$ cat src/hdl/assert_macros.svh
// assertion macros included by the top-level rtl file
`ifndef ASSERT_MACROS_SVH
`define ASSERT_MACROS_SVH

// clocked check, off while reset is asserted
`define ASSERT_CLK(label, prop, msg) \
    label: assert property (@(posedge clk) disable iff (!rst_n) (prop)) else $error(msg);

// clocked implication, off while reset is asserted
`define ASSERT_IMPL(label, pre, post, msg) \
    label: assert property (@(posedge clk) disable iff (!rst_n) (pre) |-> (post)) \
        else $error(msg);

`endif

$ cat src/hdl/arpc_pkg.sv
// types and constants of the arp parser and cache
`default_nettype none
package arpc_pkg;

    localparam logic [4:0]  PKT_LEN    = 5'd28;
    localparam logic [15:0] OPER_REQ   = 16'd1;
    localparam logic [15:0] OPER_REPLY = 16'd2;

    localparam logic KIND_VERDICT = 1'b0;
    localparam logic KIND_LOOKUP  = 1'b1;

    typedef enum logic [1:0] {
        OP_BYTE   = 2'd0,
        OP_LOOKUP = 2'd1,
        OP_CLEAR  = 2'd2,
        OP_NONE   = 2'd3
    } op_t;

    typedef enum logic {
        ST_IDLE = 1'b0,
        ST_WALK = 1'b1
    } state_t;

    // token that runs down the row of cache cells
    typedef struct packed {
        logic        valid;
        logic        learn;
        logic        hit;
        logic        free_found;
        logic [31:0] ip;
        logic [47:0] mac;
    } tok_t;

    // broadcast write into one cell
    typedef struct packed {
        logic        en;
        logic [31:0] ip;
        logic [47:0] mac;
    } wr_t;

    // packet verdict as seen with the current byte absorbed
    typedef struct packed {
        logic        ok;
        logic        reply;
        logic [47:0] mac;
        logic [31:0] ip;
    } verdict_t;

    typedef struct packed {
        logic        kind;
        logic        success;
        logic        reply;
        logic [47:0] mac;
        logic [31:0] ip;
    } res_t;

    // expected header bytes: htype 1, ptype 0x0800, hlen 6, plen 4
    function automatic logic [7:0] hdr_byte(input logic [2:0] pos);
        logic [7:0] b;
        unique case (pos)
            3'd0:    b = 8'h00;
            3'd1:    b = 8'h01;
            3'd2:    b = 8'h08;
            3'd3:    b = 8'h00;
            3'd4:    b = 8'h06;
            3'd5:    b = 8'h04;
            default: b = 8'h00;
        endcase
        return b;
    endfunction

endpackage
`default_nettype wire

$ cat src/hdl/arpc_if.sv
// item and result channel interfaces
`default_nettype none
interface arpc_in_if;
    logic        valid;
    logic        ready;
    logic [1:0]  op;
    logic [7:0]  data_byte;
    logic        last_byte;
    logic [31:0] query_ip;

    modport source (output valid, op, data_byte, last_byte, query_ip, input ready);
    modport sink   (input valid, op, data_byte, last_byte, query_ip, output ready);
endinterface

interface arpc_out_if;
    logic        valid;
    logic        ready;
    logic        result_kind;
    logic        success;
    logic        reply_needed;
    logic [47:0] mac;
    logic [31:0] ip;

    modport source (output valid, result_kind, success, reply_needed, mac, ip, input ready);
    modport sink   (input valid, result_kind, success, reply_needed, mac, ip, output ready);
endinterface
`default_nettype wire

$ cat src/hdl/arpc_parse.sv
// byte-wise arp header parser with verdict of the packet so far
`default_nettype none
module arpc_parse (
    input  logic                 clk,
    input  logic                 rst_n,
    input  logic                 byte_en,
    input  logic                 last_byte,
    input  logic [7:0]           data_byte,
    input  logic [31:0]          own_ip,
    output arpc_pkg::verdict_t   verdict
);
    import arpc_pkg::*;

    logic [4:0]  count_reg, count_next;
    logic        hm_reg, hm_next;
    logic [15:0] oper_reg, oper_next;
    logic [47:0] smac_reg, smac_next;
    logic [31:0] sip_reg, sip_next;
    logic [31:0] tip_reg, tip_next;
    logic        absorb;

    always_comb
    begin
        absorb     = count_reg < PKT_LEN;
        count_next = count_reg;
        hm_next    = hm_reg;
        oper_next  = oper_reg;
        smac_next  = smac_reg;
        sip_next   = sip_reg;
        tip_next   = tip_reg;
        if (absorb)
        begin
            count_next = count_reg + 5'd1;
            if (count_reg < 5'd6)
            begin
                if (data_byte != hdr_byte(count_reg[2:0]))
                begin
                    hm_next = 1'b0;
                end
            end
            else if (count_reg < 5'd8)
            begin
                oper_next = {oper_reg[7:0], data_byte};
            end
            else if (count_reg < 5'd14)
            begin
                smac_next = {smac_reg[39:0], data_byte};
            end
            else if (count_reg < 5'd18)
            begin
                sip_next = {sip_reg[23:0], data_byte};
            end
            else if (count_reg >= 5'd24)
            begin
                tip_next = {tip_reg[23:0], data_byte};
            end
        end
        verdict.ok    = hm_next && (count_next >= PKT_LEN)
                        && (oper_next == OPER_REQ || oper_next == OPER_REPLY);
        verdict.reply = (oper_next == OPER_REQ) && (tip_next == own_ip);
        verdict.mac   = smac_next;
        verdict.ip    = sip_next;
    end

    always_ff @(posedge clk or negedge rst_n)
    begin
        if (!rst_n)
        begin
            count_reg <= '0;
            hm_reg    <= 1'b1;
            oper_reg  <= '0;
            smac_reg  <= '0;
            sip_reg   <= '0;
            tip_reg   <= '0;
        end
        else if (byte_en)
        begin
            if (last_byte)
            begin
                // packet ends: back to a fresh parse
                count_reg <= '0;
                hm_reg    <= 1'b1;
                oper_reg  <= '0;
                smac_reg  <= '0;
                sip_reg   <= '0;
                tip_reg   <= '0;
            end
            else
            begin
                count_reg <= count_next;
                hm_reg    <= hm_next;
                oper_reg  <= oper_next;
                smac_reg  <= smac_next;
                sip_reg   <= sip_next;
                tip_reg   <= tip_next;
            end
        end
    end

endmodule
`default_nettype wire

$ cat src/hdl/arpc_cell.sv
// one cache entry with its stage of the search token chain
`default_nettype none
module arpc_cell #(
    parameter int IDX_W = 3,
    parameter int INDEX = 0
) (
    input  logic               clk,
    input  logic               rst_n,
    input  logic               clear,
    input  arpc_pkg::wr_t      wr,
    input  logic [IDX_W-1:0]   wr_idx,
    input  arpc_pkg::tok_t     tok_in,
    input  logic [IDX_W-1:0]   idx_in,
    output arpc_pkg::tok_t     tok_out,
    output logic [IDX_W-1:0]   idx_out
);
    import arpc_pkg::*;

    logic             valid_reg;
    logic [31:0]      ip_reg;
    logic [47:0]      mac_reg;
    tok_t             tok_reg, tok_next;
    logic [IDX_W-1:0] idx_reg, idx_next;
    logic             match;
    logic             sel;

    assign match = valid_reg && (ip_reg == tok_in.ip);
    assign sel   = wr.en && (wr_idx == IDX_W'(INDEX));

    always_comb
    begin
        tok_next = tok_in;
        idx_next = idx_in;
        if (tok_in.valid)
        begin
            if (match && !tok_in.hit)
            begin
                tok_next.hit = 1'b1;
                if (!tok_in.learn)
                begin
                    tok_next.mac = mac_reg;
                end
            end
            // lowest free entry wins
            if (tok_in.learn && !valid_reg && !tok_in.free_found)
            begin
                tok_next.free_found = 1'b1;
                idx_next            = IDX_W'(INDEX);
            end
        end
    end

    always_ff @(posedge clk or negedge rst_n)
    begin
        if (!rst_n)
        begin
            valid_reg <= 1'b0;
            tok_reg   <= '0;
        end
        else
        begin
            tok_reg <= tok_next;
            if (clear)
            begin
                valid_reg <= 1'b0;
            end
            else if (sel)
            begin
                valid_reg <= 1'b1;
            end
        end
    end

    always_ff @(posedge clk)
    begin
        idx_reg <= idx_next;
        if (sel)
        begin
            ip_reg  <= wr.ip;
            mac_reg <= wr.mac;
        end
        else if (tok_in.valid && tok_in.learn && match)
        begin
            mac_reg <= tok_in.mac;
        end
    end

    assign tok_out = tok_reg;
    assign idx_out = idx_reg;

endmodule
`default_nettype wire

$ cat src/hdl/arp_parse_and_cache.sv
// arp parser and ip-to-mac cache, top level
// payload bytes without a learn: one item per cycle, stalled by a walk or a full slot;
//   no result, or a verdict in the next cycle; learn and lookup: a token walks the row
//   of CACHE_ENTRIES cells one cell per cycle, result registered as it leaves the row,
//   next item taken when it leaves; clear: all entries invalid, replace pointer to zero
// rst_n clears the cache, the parse state and the own ip register at once
`default_nettype none
module arp_parse_and_cache #(
    parameter int CACHE_ENTRIES = 8
) (
    input  logic         clk,
    input  logic         rst_n,
    arpc_in_if.sink      items,
    arpc_out_if.source   results,
    input  logic         psel,
    input  logic         penable,
    input  logic         pwrite,
    input  logic [2:0]   paddr,
    input  logic [31:0]  pwdata,
    output logic [31:0]  prdata,
    output logic         pready
);
    import arpc_pkg::*;
    `include "assert_macros.svh"

    localparam int IDX_W = (CACHE_ENTRIES > 1) ? $clog2(CACHE_ENTRIES) : 1;

    state_t           state_reg, state_next;
    logic [31:0]      own_ip_reg;
    logic [IDX_W-1:0] ptr_reg, ptr_next;
    logic             reply_reg;
    logic             out_valid_reg;
    res_t             res_reg, res_next;
    logic             res_load;

    logic             accept;
    logic             is_byte, is_last, is_lookup, is_clear;
    verdict_t         verdict;
    tok_t             tok_launch;
    wr_t              wr;
    logic [IDX_W-1:0] wr_idx;

    tok_t             tok_chain [0:CACHE_ENTRIES];
    logic [IDX_W-1:0] idx_chain [0:CACHE_ENTRIES];
    tok_t             tok_end;
    logic [IDX_W-1:0] idx_end;

    // configuration port
    assign pready = 1'b1;
    assign prdata = paddr[2] ? 32'd0 : own_ip_reg;

    always_ff @(posedge clk or negedge rst_n)
    begin
        if (!rst_n)
        begin
            own_ip_reg <= '0;
        end
        else if (psel && penable && pwrite && !paddr[2])
        begin
            own_ip_reg <= pwdata;
        end
    end

    assign items.ready = (state_reg == ST_IDLE) && (!out_valid_reg || results.ready);

    assign accept    = items.valid && items.ready;
    assign is_byte   = accept && (items.op == OP_BYTE);
    assign is_last   = is_byte && items.last_byte;
    assign is_lookup = accept && (items.op == OP_LOOKUP);
    assign is_clear  = accept && (items.op == OP_CLEAR);

    arpc_parse u_parse (
        .clk       (clk),
        .rst_n     (rst_n),
        .byte_en   (is_byte),
        .last_byte (items.last_byte),
        .data_byte (items.data_byte),
        .own_ip    (own_ip_reg),
        .verdict   (verdict)
    );

    always_comb
    begin
        tok_launch.valid      = (is_last && verdict.ok) || is_lookup;
        tok_launch.learn      = !is_lookup;
        tok_launch.hit        = 1'b0;
        tok_launch.free_found = 1'b0;
        tok_launch.ip         = is_lookup ? items.query_ip : verdict.ip;
        tok_launch.mac        = is_lookup ? 48'd0 : verdict.mac;
    end

    assign tok_chain[0] = tok_launch;
    assign idx_chain[0] = '0;

    for (genvar i = 0; i < CACHE_ENTRIES; i++)
    begin : g_cell
        arpc_cell #(
            .IDX_W (IDX_W),
            .INDEX (i)
        ) u_cell (
            .clk     (clk),
            .rst_n   (rst_n),
            .clear   (is_clear),
            .wr      (wr),
            .wr_idx  (wr_idx),
            .tok_in  (tok_chain[i]),
            .idx_in  (idx_chain[i]),
            .tok_out (tok_chain[i+1]),
            .idx_out (idx_chain[i+1])
        );
    end

    assign tok_end = tok_chain[CACHE_ENTRIES];
    assign idx_end = idx_chain[CACHE_ENTRIES];

    // learn without a match: free entry, else the replace pointer
    always_comb
    begin
        wr.en    = tok_end.valid && tok_end.learn && !tok_end.hit;
        wr.ip    = tok_end.ip;
        wr.mac   = tok_end.mac;
        wr_idx   = tok_end.free_found ? idx_end : ptr_reg;
        ptr_next = ptr_reg;
        if (is_clear)
        begin
            ptr_next = '0;
        end
        else if (wr.en && !tok_end.free_found)
        begin
            ptr_next = (ptr_reg == IDX_W'(CACHE_ENTRIES - 1)) ? '0 : ptr_reg + 1'b1;
        end
    end

    // sequencer
    always_comb
    begin
        state_next = state_reg;
        unique case (state_reg)
            ST_IDLE:
            begin
                if (tok_launch.valid)
                begin
                    state_next = ST_WALK;
                end
            end
            ST_WALK:
            begin
                if (tok_end.valid)
                begin
                    state_next = ST_IDLE;
                end
            end
            default:
            begin
                state_next = ST_IDLE;
            end
        endcase
    end

    always_comb
    begin
        res_load = 1'b0;
        res_next = '0;
        if (tok_end.valid)
        begin
            res_load         = 1'b1;
            res_next.kind    = tok_end.learn ? KIND_VERDICT : KIND_LOOKUP;
            res_next.success = tok_end.learn ? 1'b1 : tok_end.hit;
            res_next.reply   = tok_end.learn && reply_reg;
            res_next.mac     = tok_end.mac;
            res_next.ip      = tok_end.learn ? tok_end.ip : 32'd0;
        end
        else if (is_last && !verdict.ok)
        begin
            // rejected packet: all-zero verdict
            res_load      = 1'b1;
            res_next.kind = KIND_VERDICT;
        end
    end

    always_ff @(posedge clk or negedge rst_n)
    begin
        if (!rst_n)
        begin
            state_reg     <= ST_IDLE;
            ptr_reg       <= '0;
            out_valid_reg <= 1'b0;
        end
        else
        begin
            state_reg <= state_next;
            ptr_reg   <= ptr_next;
            if (res_load)
            begin
                out_valid_reg <= 1'b1;
            end
            else if (results.ready)
            begin
                out_valid_reg <= 1'b0;
            end
        end
    end

    always_ff @(posedge clk)
    begin
        if (res_load)
        begin
            res_reg <= res_next;
        end
        if (tok_launch.valid)
        begin
            reply_reg <= verdict.reply;
        end
    end

    assign results.valid        = out_valid_reg;
    assign results.result_kind  = res_reg.kind;
    assign results.success      = res_reg.success;
    assign results.reply_needed = res_reg.reply;
    assign results.mac          = res_reg.mac;
    assign results.ip           = res_reg.ip;

    `ASSERT_IMPL(a_launch_idle, tok_launch.valid, state_reg == ST_IDLE, "token launched while busy")
    `ASSERT_IMPL(a_end_walk, tok_end.valid, state_reg == ST_WALK, "token left the row while idle")
    `ASSERT_IMPL(a_slot_free, tok_end.valid, !out_valid_reg, "result slot full at end of walk")
    `ASSERT_CLK(a_ptr_range, ptr_reg <= IDX_W'(CACHE_ENTRIES - 1), "replace pointer out of range")
    `ASSERT_CLK(a_no_wr_clear, !(wr.en && is_clear), "cache write during clear")

endmodule
`default_nettype wire
$ cat src/flat_wrapper.sv
// flat-port wrapper written by rule: the top's interface ports become plain ports
module arp_parse_and_cache_flat import arpc_pkg::*;
#(
    parameter int CACHE_ENTRIES = 8
)
  (clk, rst_n, psel, penable, pwrite, paddr, pwdata, prdata, pready, items_valid, items_op, items_data_byte, items_last_byte, items_query_ip, items_ready, results_valid, results_result_kind, results_success, results_reply_needed, results_mac, results_ip, results_ready);
  arpc_in_if items_i ();
  arpc_out_if results_i ();
  input  logic clk;
  input  logic rst_n;
  input  logic psel;
  input  logic penable;
  input  logic pwrite;
  input  logic [2:0] paddr;
  input  logic [31:0] pwdata;
  output logic [31:0] prdata;
  output logic pready;
  input wire logic [$bits(items_i.valid)-1:0] items_valid;
  input wire logic [$bits(items_i.op)-1:0] items_op;
  input wire logic [$bits(items_i.data_byte)-1:0] items_data_byte;
  input wire logic [$bits(items_i.last_byte)-1:0] items_last_byte;
  input wire logic [$bits(items_i.query_ip)-1:0] items_query_ip;
  output wire logic [$bits(items_i.ready)-1:0] items_ready;
  output wire logic [$bits(results_i.valid)-1:0] results_valid;
  output wire logic [$bits(results_i.result_kind)-1:0] results_result_kind;
  output wire logic [$bits(results_i.success)-1:0] results_success;
  output wire logic [$bits(results_i.reply_needed)-1:0] results_reply_needed;
  output wire logic [$bits(results_i.mac)-1:0] results_mac;
  output wire logic [$bits(results_i.ip)-1:0] results_ip;
  input wire logic [$bits(results_i.ready)-1:0] results_ready;
  assign items_i.valid = items_valid;
  assign items_i.op = items_op;
  assign items_i.data_byte = items_data_byte;
  assign items_i.last_byte = items_last_byte;
  assign items_i.query_ip = items_query_ip;
  assign items_ready = items_i.ready;
  assign results_valid = results_i.valid;
  assign results_result_kind = results_i.result_kind;
  assign results_success = results_i.success;
  assign results_reply_needed = results_i.reply_needed;
  assign results_mac = results_i.mac;
  assign results_ip = results_i.ip;
  assign results_i.ready = results_ready;
  arp_parse_and_cache #(.CACHE_ENTRIES(CACHE_ENTRIES)) u_core (.clk(clk), .rst_n(rst_n), .items(items_i), .results(results_i), .psel(psel), .penable(penable), .pwrite(pwrite), .paddr(paddr), .pwdata(pwdata), .prdata(prdata), .pready(pready));
endmodule
$ cat config.mk
export PLATFORM = sky130hd
export DESIGN_NAME = arp_parse_and_cache_flat
export DESIGN_NICKNAME = d
export VERILOG_FILES = /design/src/hdl/arpc_pkg.sv /design/src/hdl/arpc_if.sv /design/src/hdl/arpc_parse.sv /design/src/hdl/arpc_cell.sv /design/src/hdl/arp_parse_and_cache.sv /design/src/flat_wrapper.sv
export VERILOG_INCLUDE_DIRS = /design/src /design/src/hdl
export SDC_FILE = /design/constraint.sdc
export NUM_CORES = 2
export LEC_CHECK = 0
export ABC_AREA = 1
export BUFFER_PORTS_ARGS = -buffer_cell sky130_fd_sc_hd__buf_2
export CORE_ASPECT_RATIO = 0.8
export CORE_MARGIN = 1.5
export CORE_UTILIZATION = 25
export DETAILED_ROUTE_END_ITERATION = 10
export PLACE_DENSITY = 0.46
export SLEW_MARGIN = 20
export SYNTH_ARGS = -nofsm -noshare
export SYNTH_HDL_FRONTEND = slang
export SYNTH_SLANG_ARGS = --single-unit
$ cat constraint.sdc
create_clock -name clk -period 10.64 [get_ports clk]
set_input_delay 2.128 -clock clk [delete_from_list [all_inputs] [get_ports clk]]
set_output_delay 2.128 -clock clk [all_outputs]
set_load 0.01 [all_outputs]
After elaboration in Yosys (flattened, before gate mapping)
Index checks and enable logic that the tools add are counted.
- register bits after elaboration: 1596
- logic and storage cells: 395
- output and inout bits: 118
- order comparisons: 7
- mux-type cells: 140
- add/subtract/negate cells: 2
- eq/ne operators: 26
- reduce and logical (&&, ||, !) cells: 124
- bitwise operators: 1
- operator list (operator ; count):
    $mux 48 ; 46
    $mux 32 ; 15
    $eq 32x32->1 ; 9
    $logic_and 1x1->1 ; 72
    $mux 16 ; 4
    $mux 3 ; 16
    $mux 1 ; 45
    $reduce_bool 2->1 ; 18
    $logic_not 1->1 ; 28
    $eq 3x3->1 const B ; 7
    $eq 16x1->1 const B ; 1
    $eq 16x2->1 const B ; 1
    $mux 2 ; 8
    $mux 8 ; 2
    $pmux 4 s4 ; 1
    $ge 5x5->1 const B ; 2
    $lt 5x4->1 const B ; 2
    $lt 5x5->1 const B ; 2
    $mux 5 ; 2
    $eq 3x2->1 const B ; 3
    $ne 8x8->1 ; 1
    $eq 3x1->1 const B ; 2
    $add 5x1->5 const B ; 1
    $lt 5x3->1 const B ; 1
    9 further kinds ; 11

Depth between registers and ports, before layout
- word-level depth: 16
- depth in mapped cells: 21

Hierarchy
From an unflattened synthesis, not the netlist that was laid out.
- cell total of the unflattened synthesis: 7457
- area, all modules: 71338.4 sq um
- by module, submodules not included (module ; instances ; cells each ; area each (sq um) ; seq. area each (sq um)):
    arpc_cell at u_core.g_cell[1].u_cell ... ; 2 ; 703 ; 7206.9 ; 4589.4
    arpc_cell at u_core.g_cell[5].u_cell ... ; 2 ; 702 ; 7206.9 ; 4589.4
    arpc_cell at u_core.g_cell[3].u_cell ... ; 2 ; 702 ; 7201.9 ; 4589.4
    arpc_parse ; 1 ; 1146 ; 7938.9 ; 3354.5
    arpc_cell at u_core.g_cell[0].u_cell ; 1 ; 704 ; 7211.9 ; 4589.4
    arpc_cell at u_core.g_cell[7].u_cell ; 1 ; 705 ; 7203.2 ; 4589.4
    arp_parse_and_cache ; 1 ; 688 ; 5753.0 ; 3448.3

Least setup slack after synthesis
No wires, ideal clock.
- path kind: in2reg
- start point: input results_ready
- end point: register u_core.res_reg, in the netlist u_core.results.ip[0] (enable)
- slack: 4.981 ns
- required time: 10.196 ns
- buffers on the path: 0
- arrival time: 5.215 ns
- cell stages on the path: 8
- cells stage by stage: inv_1 -> a21oi_2 -> nand2_1 -> nor3_1 -> inv_2 -> nor2_1 -> nand2_1 -> nand2_1
- word-level cells in the longest chain between the ends: 8
- ends and longest elaborated chain (what ; RTL line ; text):
    start: declaration ; flat_wrapper.sv:30 ; input wire logic [$bits(results_i.ready)-1:0] results_ready;
    $logic_or 1x1->1 ; arp_parse_and_cache.sv:64 ; assign items.ready = (state_reg == ST_IDLE) && (!out_valid_reg || results.ready);
    $logic_and 1x1->1 ; arp_parse_and_cache.sv:64 ;
    net items_ready ; flat_wrapper.sv:23 ; output wire logic [$bits(items_i.ready)-1:0] items_ready;
    $logic_and 1x1->1 ; arp_parse_and_cache.sv:66 ; assign accept = items.valid && items.ready;
    $logic_and 1x1->1 ; arp_parse_and_cache.sv:67 ; assign is_byte = accept && (items.op == OP_BYTE);
    $logic_and 1x1->1 ; arp_parse_and_cache.sv:68 ; assign is_last = is_byte && items.last_byte;
    $logic_and 1x1->1 ; arp_parse_and_cache.sv:173 ; else if (is_last && !verdict.ok)
    $mux 1 ; arp_parse_and_cache.sv:173 ;
    $mux 1 ; arp_parse_and_cache.sv:164 ; if (tok_end.valid)
    net u_core.res_load ; arp_parse_and_cache.sv:34 ; logic res_load;
    end signal: assignment ; arp_parse_and_cache.sv:208 ; res_reg <= res_next;
    end: declaration ; arp_parse_and_cache.sv:33 ; res_t res_reg, res_next;
The timed path passes the listed nets, and every way through them passes these cells.
A chain may end at the register's enable or synchronous reset.

Worst setup path in the final report
- start point: register u_core.g_cell[7].u_cell.tok_reg, in the netlist u_core.g_cell[7].u_cell.tok_out[83]
- end point: register u_core.g_cell[6].u_cell.mac_reg[13] (enable)
- word-level cells in the longest chain between the ends: 4
- ends and longest elaborated chain (what ; RTL line ; text):
    start: declaration ; arpc_cell.sv:22 ; tok_t tok_reg, tok_next;
    start signal: assignment ; arpc_cell.sv:62 ; tok_reg <= tok_next;
    $logic_and 1x1->1 (2 in series) ; arp_parse_and_cache.sv:119 ; wr.en = tok_end.valid && tok_end.learn && !tok_end.hit;
    $logic_and 1x1->1 ; arpc_cell.sv:28 ; assign sel = wr.en && (wr_idx == IDX_W'(INDEX));
    net u_core.g_cell[6].u_cell.sel ; arpc_cell.sv:25 ; logic sel;
    $reduce_bool 2->1 (no source line) ; -- ;
    end signal: assignment ; arpc_cell.sv:80 ; mac_reg <= wr.mac;
    end signal: assignment ; arpc_cell.sv:84 ; mac_reg <= tok_in.mac;
    end: declaration ; arpc_cell.sv:21 ; logic [47:0] mac_reg;
The timed path passes the listed nets, and every way through them passes these cells.

==> impl_metrics.toml <==
[status]
run_status = "completed"

[sta]
fin_crit_sh = 0.530
max-slew-margin-rel = 0.263
report.final.hold_viol_count = 0
fin_worst_skew_ns = 0.0883
maxSlewViolCount = 0
finalSetupViolCount = 0
layout_min_cycle_time_ns = 5.64
rsz0062_at_grt = "no"
tns_ns = 0
max_freq_mhz = 177
worstMarginPinSlew_ns = 1.10

[setup_path]
crit_fanout = 58
cp_slowest_cell = "clkinv_2"
worstReg2RegStart = "u_core.g_cell[7].u_cell.tok_out[83]$_DFF_PN0_"
critPathMaxStageDelay_ns = 1.10
crit_path_end_kind = "register"
cp_cell_sequence = "nand2_2, nor2_1, inv_1, nor2_1, inv_1, nor2_4, clkinv_2, o31ai_4, buf_4"
r2r_cells = 9
cp-start-kind = "register"
path_class = "reg2reg"
path_delay_family = "buffers and inverters"
critical_path_buf_inv_count = 4
r2r_end = "u_core.g_cell[6].u_cell.mac_reg[13]$_DFFE_PP_"
r2r_slack_ns = 5.00
cp.required_ns = 11.05
arrival_ns = 6.05

[final_layout]
n_fill_cell = 26200
largest_register_ffs = 672
utilization = 0.294
fin_nets = 6539
final_layout_size_suffix_gt1_frac = 0.0883
syn_to_final_growth_pct = 16.5

[global_routing]
track_usage = 0.141
grt_max_degree = 151
grt_busiest_layer = "met1"
grt-ovfl-total = 0
grt_pass1_vias = 41900
grt_pass1_wl_um = 277000
use_met2 = 0.210
grt_antenna_before_repair = 18
grt.met3_usage = 0.0201
met1_usage = 0.213

[synth]
async_flop_share = 0.535
synth-edff-count = 724
syn-num-nets = 6383
synth_warnings = 0
synthDistinctLibCells = 47
synth_ff_type = "dfrtp_1"
ys_seq_area_frac = 0.678
ys_ff_latch = 1592
postSynthCellCount = 6292
avgSynthCellArea_um2 = 10.2
synth_area_um2 = 64000

[floorplanning]
die_area_um2 = 259000
die_h_um = 456
die_w_um = 569
core_um2 = 254000
start_util = 0.252
rows = 165
io_pins = 203

[power]
p_per_area_nw_per_um2 = 265
p_leak_nw = 32.7
peakVddDrop_uv = 113

[detailed_routing]
dr.pass1.iters = 6
via_count = 43300
ant_nets = 0
post_drt_wl_per_cell_um = 18.6
drc_errors = 0
routed_wl_um = 185000
routed_via_density = 4.36
first_iter_violations = 3752

[clock_network]
htree_num_levels = 4
cts_resized = 0
clock_latency_ns = 0.85
postCtsSetupBuffers = 0
clk_pin_slew_ns = 0.06
tritoncts = "built"
cts_buffers = 178
cts-root-buf = "clkbuf_16"
hold_buffers = 0
cts_max_path_buffers = 4
cts_sinks = 1592

[worst_hold_path]
min_path_cells = 0
hold_end = "u_core.g_cell[7].u_cell.tok_out[72]$_DFF_PN0_"
hold_start = "u_core.g_cell[6].u_cell.tok_out[72]$_DFF_PN0_"
hold_class = "reg2reg"

[place]
io_buffers = 199
dpl.hpwl_um = 119000
place_congestion = 0.863

[flow_run]
max-cap-violations = 0
[cell type report]
cell class / count / area (um2) / share of cell area
flip-flops and latches: 1592 / 43400 / 0.582
well taps: 3340 / 4180 / 0.0560
multi-input cells: 3579 / 16500 / 0.222
clock inverters: 55 / 576 / 0.00772
inverters: 844 / 3170 / 0.0426
diodes: 4 / 10.0 / 0.000134
repair buffers: 253 / 1490 / 0.0200
clock buffers: 266 / 5220 / 0.0700
[cell usage after synthesis (21+ instances only)]
master,count,share of area
a21oi_1,45,0.0035
clkbuf_1,230,0.013
dfrtp_1,850,0.33
edfxtp_1,724,0.34
inv_1,836,0.049
nand2_1,1668,0.098
nand3_1,295,0.023
nand4_1,38,0.0037
nor2_1,295,0.017
nor3_1,41,0.0032
nor4_1,21,0.0021
o21ai_0,874,0.068
o22ai_1,109,0.011
xnor2_1,29,0.0040
xor2_1,73,0.010
[worst reg2reg max path, stage by stage (launching register included)]
cell and delay [ns]:
dfrtp_2 0.76, nand2_2 0.73, nor2_1 0.27, inv_1 0.09
nor2_1 0.11, inv_1 0.17, nor2_4 0.89, clkinv_2 1.10
o31ai_4 0.27, buf_4 0.76
[cell families (layout without fill, tap and decap cells)]
kind of cell    Yosys count  in the layout  share of synthesized area
simple gates           2386           2386                      0.150
flops                  1592           1592                      0.678
buf+inv                1121           1418                     0.0675
compound gates         1083           1083                     0.0895
xor+xnor                102            102                     0.0140
fa+ha+maj                 6              6                    0.00117
other cells               1              5                  0.0000586
mux                       1              1                   0.000156
[per-layer routing]
| layer | part of all wire | vias to the layer above |
|---|---|---|
| met4 | 0.021 | 0 |
| met3 | 0.047 | 249 |
| met5 | 0 | - |
| met1 | 0.50 | 21200 |
| met2 | 0.43 | 1010 |
| li1 | - | 20800 |
[worst max-delay path by stage]
stage | slack [ns] | depth (start not counted) | end | from
final | 5.00 | 9 | u_core.g_cell[6].u_cell.mac_reg[13]$_DFFE_PP_ | u_core.g_cell[7].u_cell.tok_out[83]$_DFF_PN0_
after CTS | 4.79 | 9 | u_core.g_cell[6].u_cell.mac_reg[31]$_DFFE_PP_ | u_core.g_cell[7].u_cell.tok_out[83]$_DFF_PN0_
after detailed placement | 4.56 | 17 | u_core.g_cell[0].u_cell.mac_reg[26]$_DFFE_PP_ | results_ready
after global placement | 4.50 | 15 | u_core.g_cell[0].u_cell.mac_reg[19]$_DFFE_PP_ | results_ready
after global routing | 4.53 | 9 | u_core.g_cell[6].u_cell.mac_reg[13]$_DFFE_PP_ | u_core.g_cell[7].u_cell.tok_out[83]$_DFF_PN0_
after floorplan | 4.98 | 8 | u_core.results.ip[0]$_SDFFCE_PN0P_ | results_ready
[power by group]
part	leakage (nW)	switching [W]	internal [W]	total [W]
logic	12.5	0.00278	0.00137	0.00415
registers	17.4	0.00139	0.00810	0.00948
clock network	2.83	0.00251	0.00363	0.00614
total	32.7	0.00668	0.0131	0.0198
[cell usage in the layout (no fill, tap or decap), types with 45 or more instances in the layout]
cell       count
nand2_1     1656
o21ai_0      874
dfrtp_1      848
inv_1        832
edfxtp_1     724
nand3_1      288
nor2_1       284
buf_2        198
clkbuf_16    182
o22ai_1      109
xor2_1        73
clkbuf_1      49
a21oi_1       45
[through the flow]
step                      area (um2)  hold WS (ns)  setup WS (ns)  total power, W  std cells
after CTS                      74500         0.377           4.79          0.0200       9928
final                          74600         0.372           5.00          0.0198       9933
after global routing           74600         0.384           4.53          0.0210       9930
after detailed placement       68700         0.366           4.56          0.0137       9607
after floorplan                64000         0.354           4.98          0.0118       6292
after global placement         68700         0.358           4.50          0.0137       9607
No activity file was read; power rests on OpenSTA's default activity.
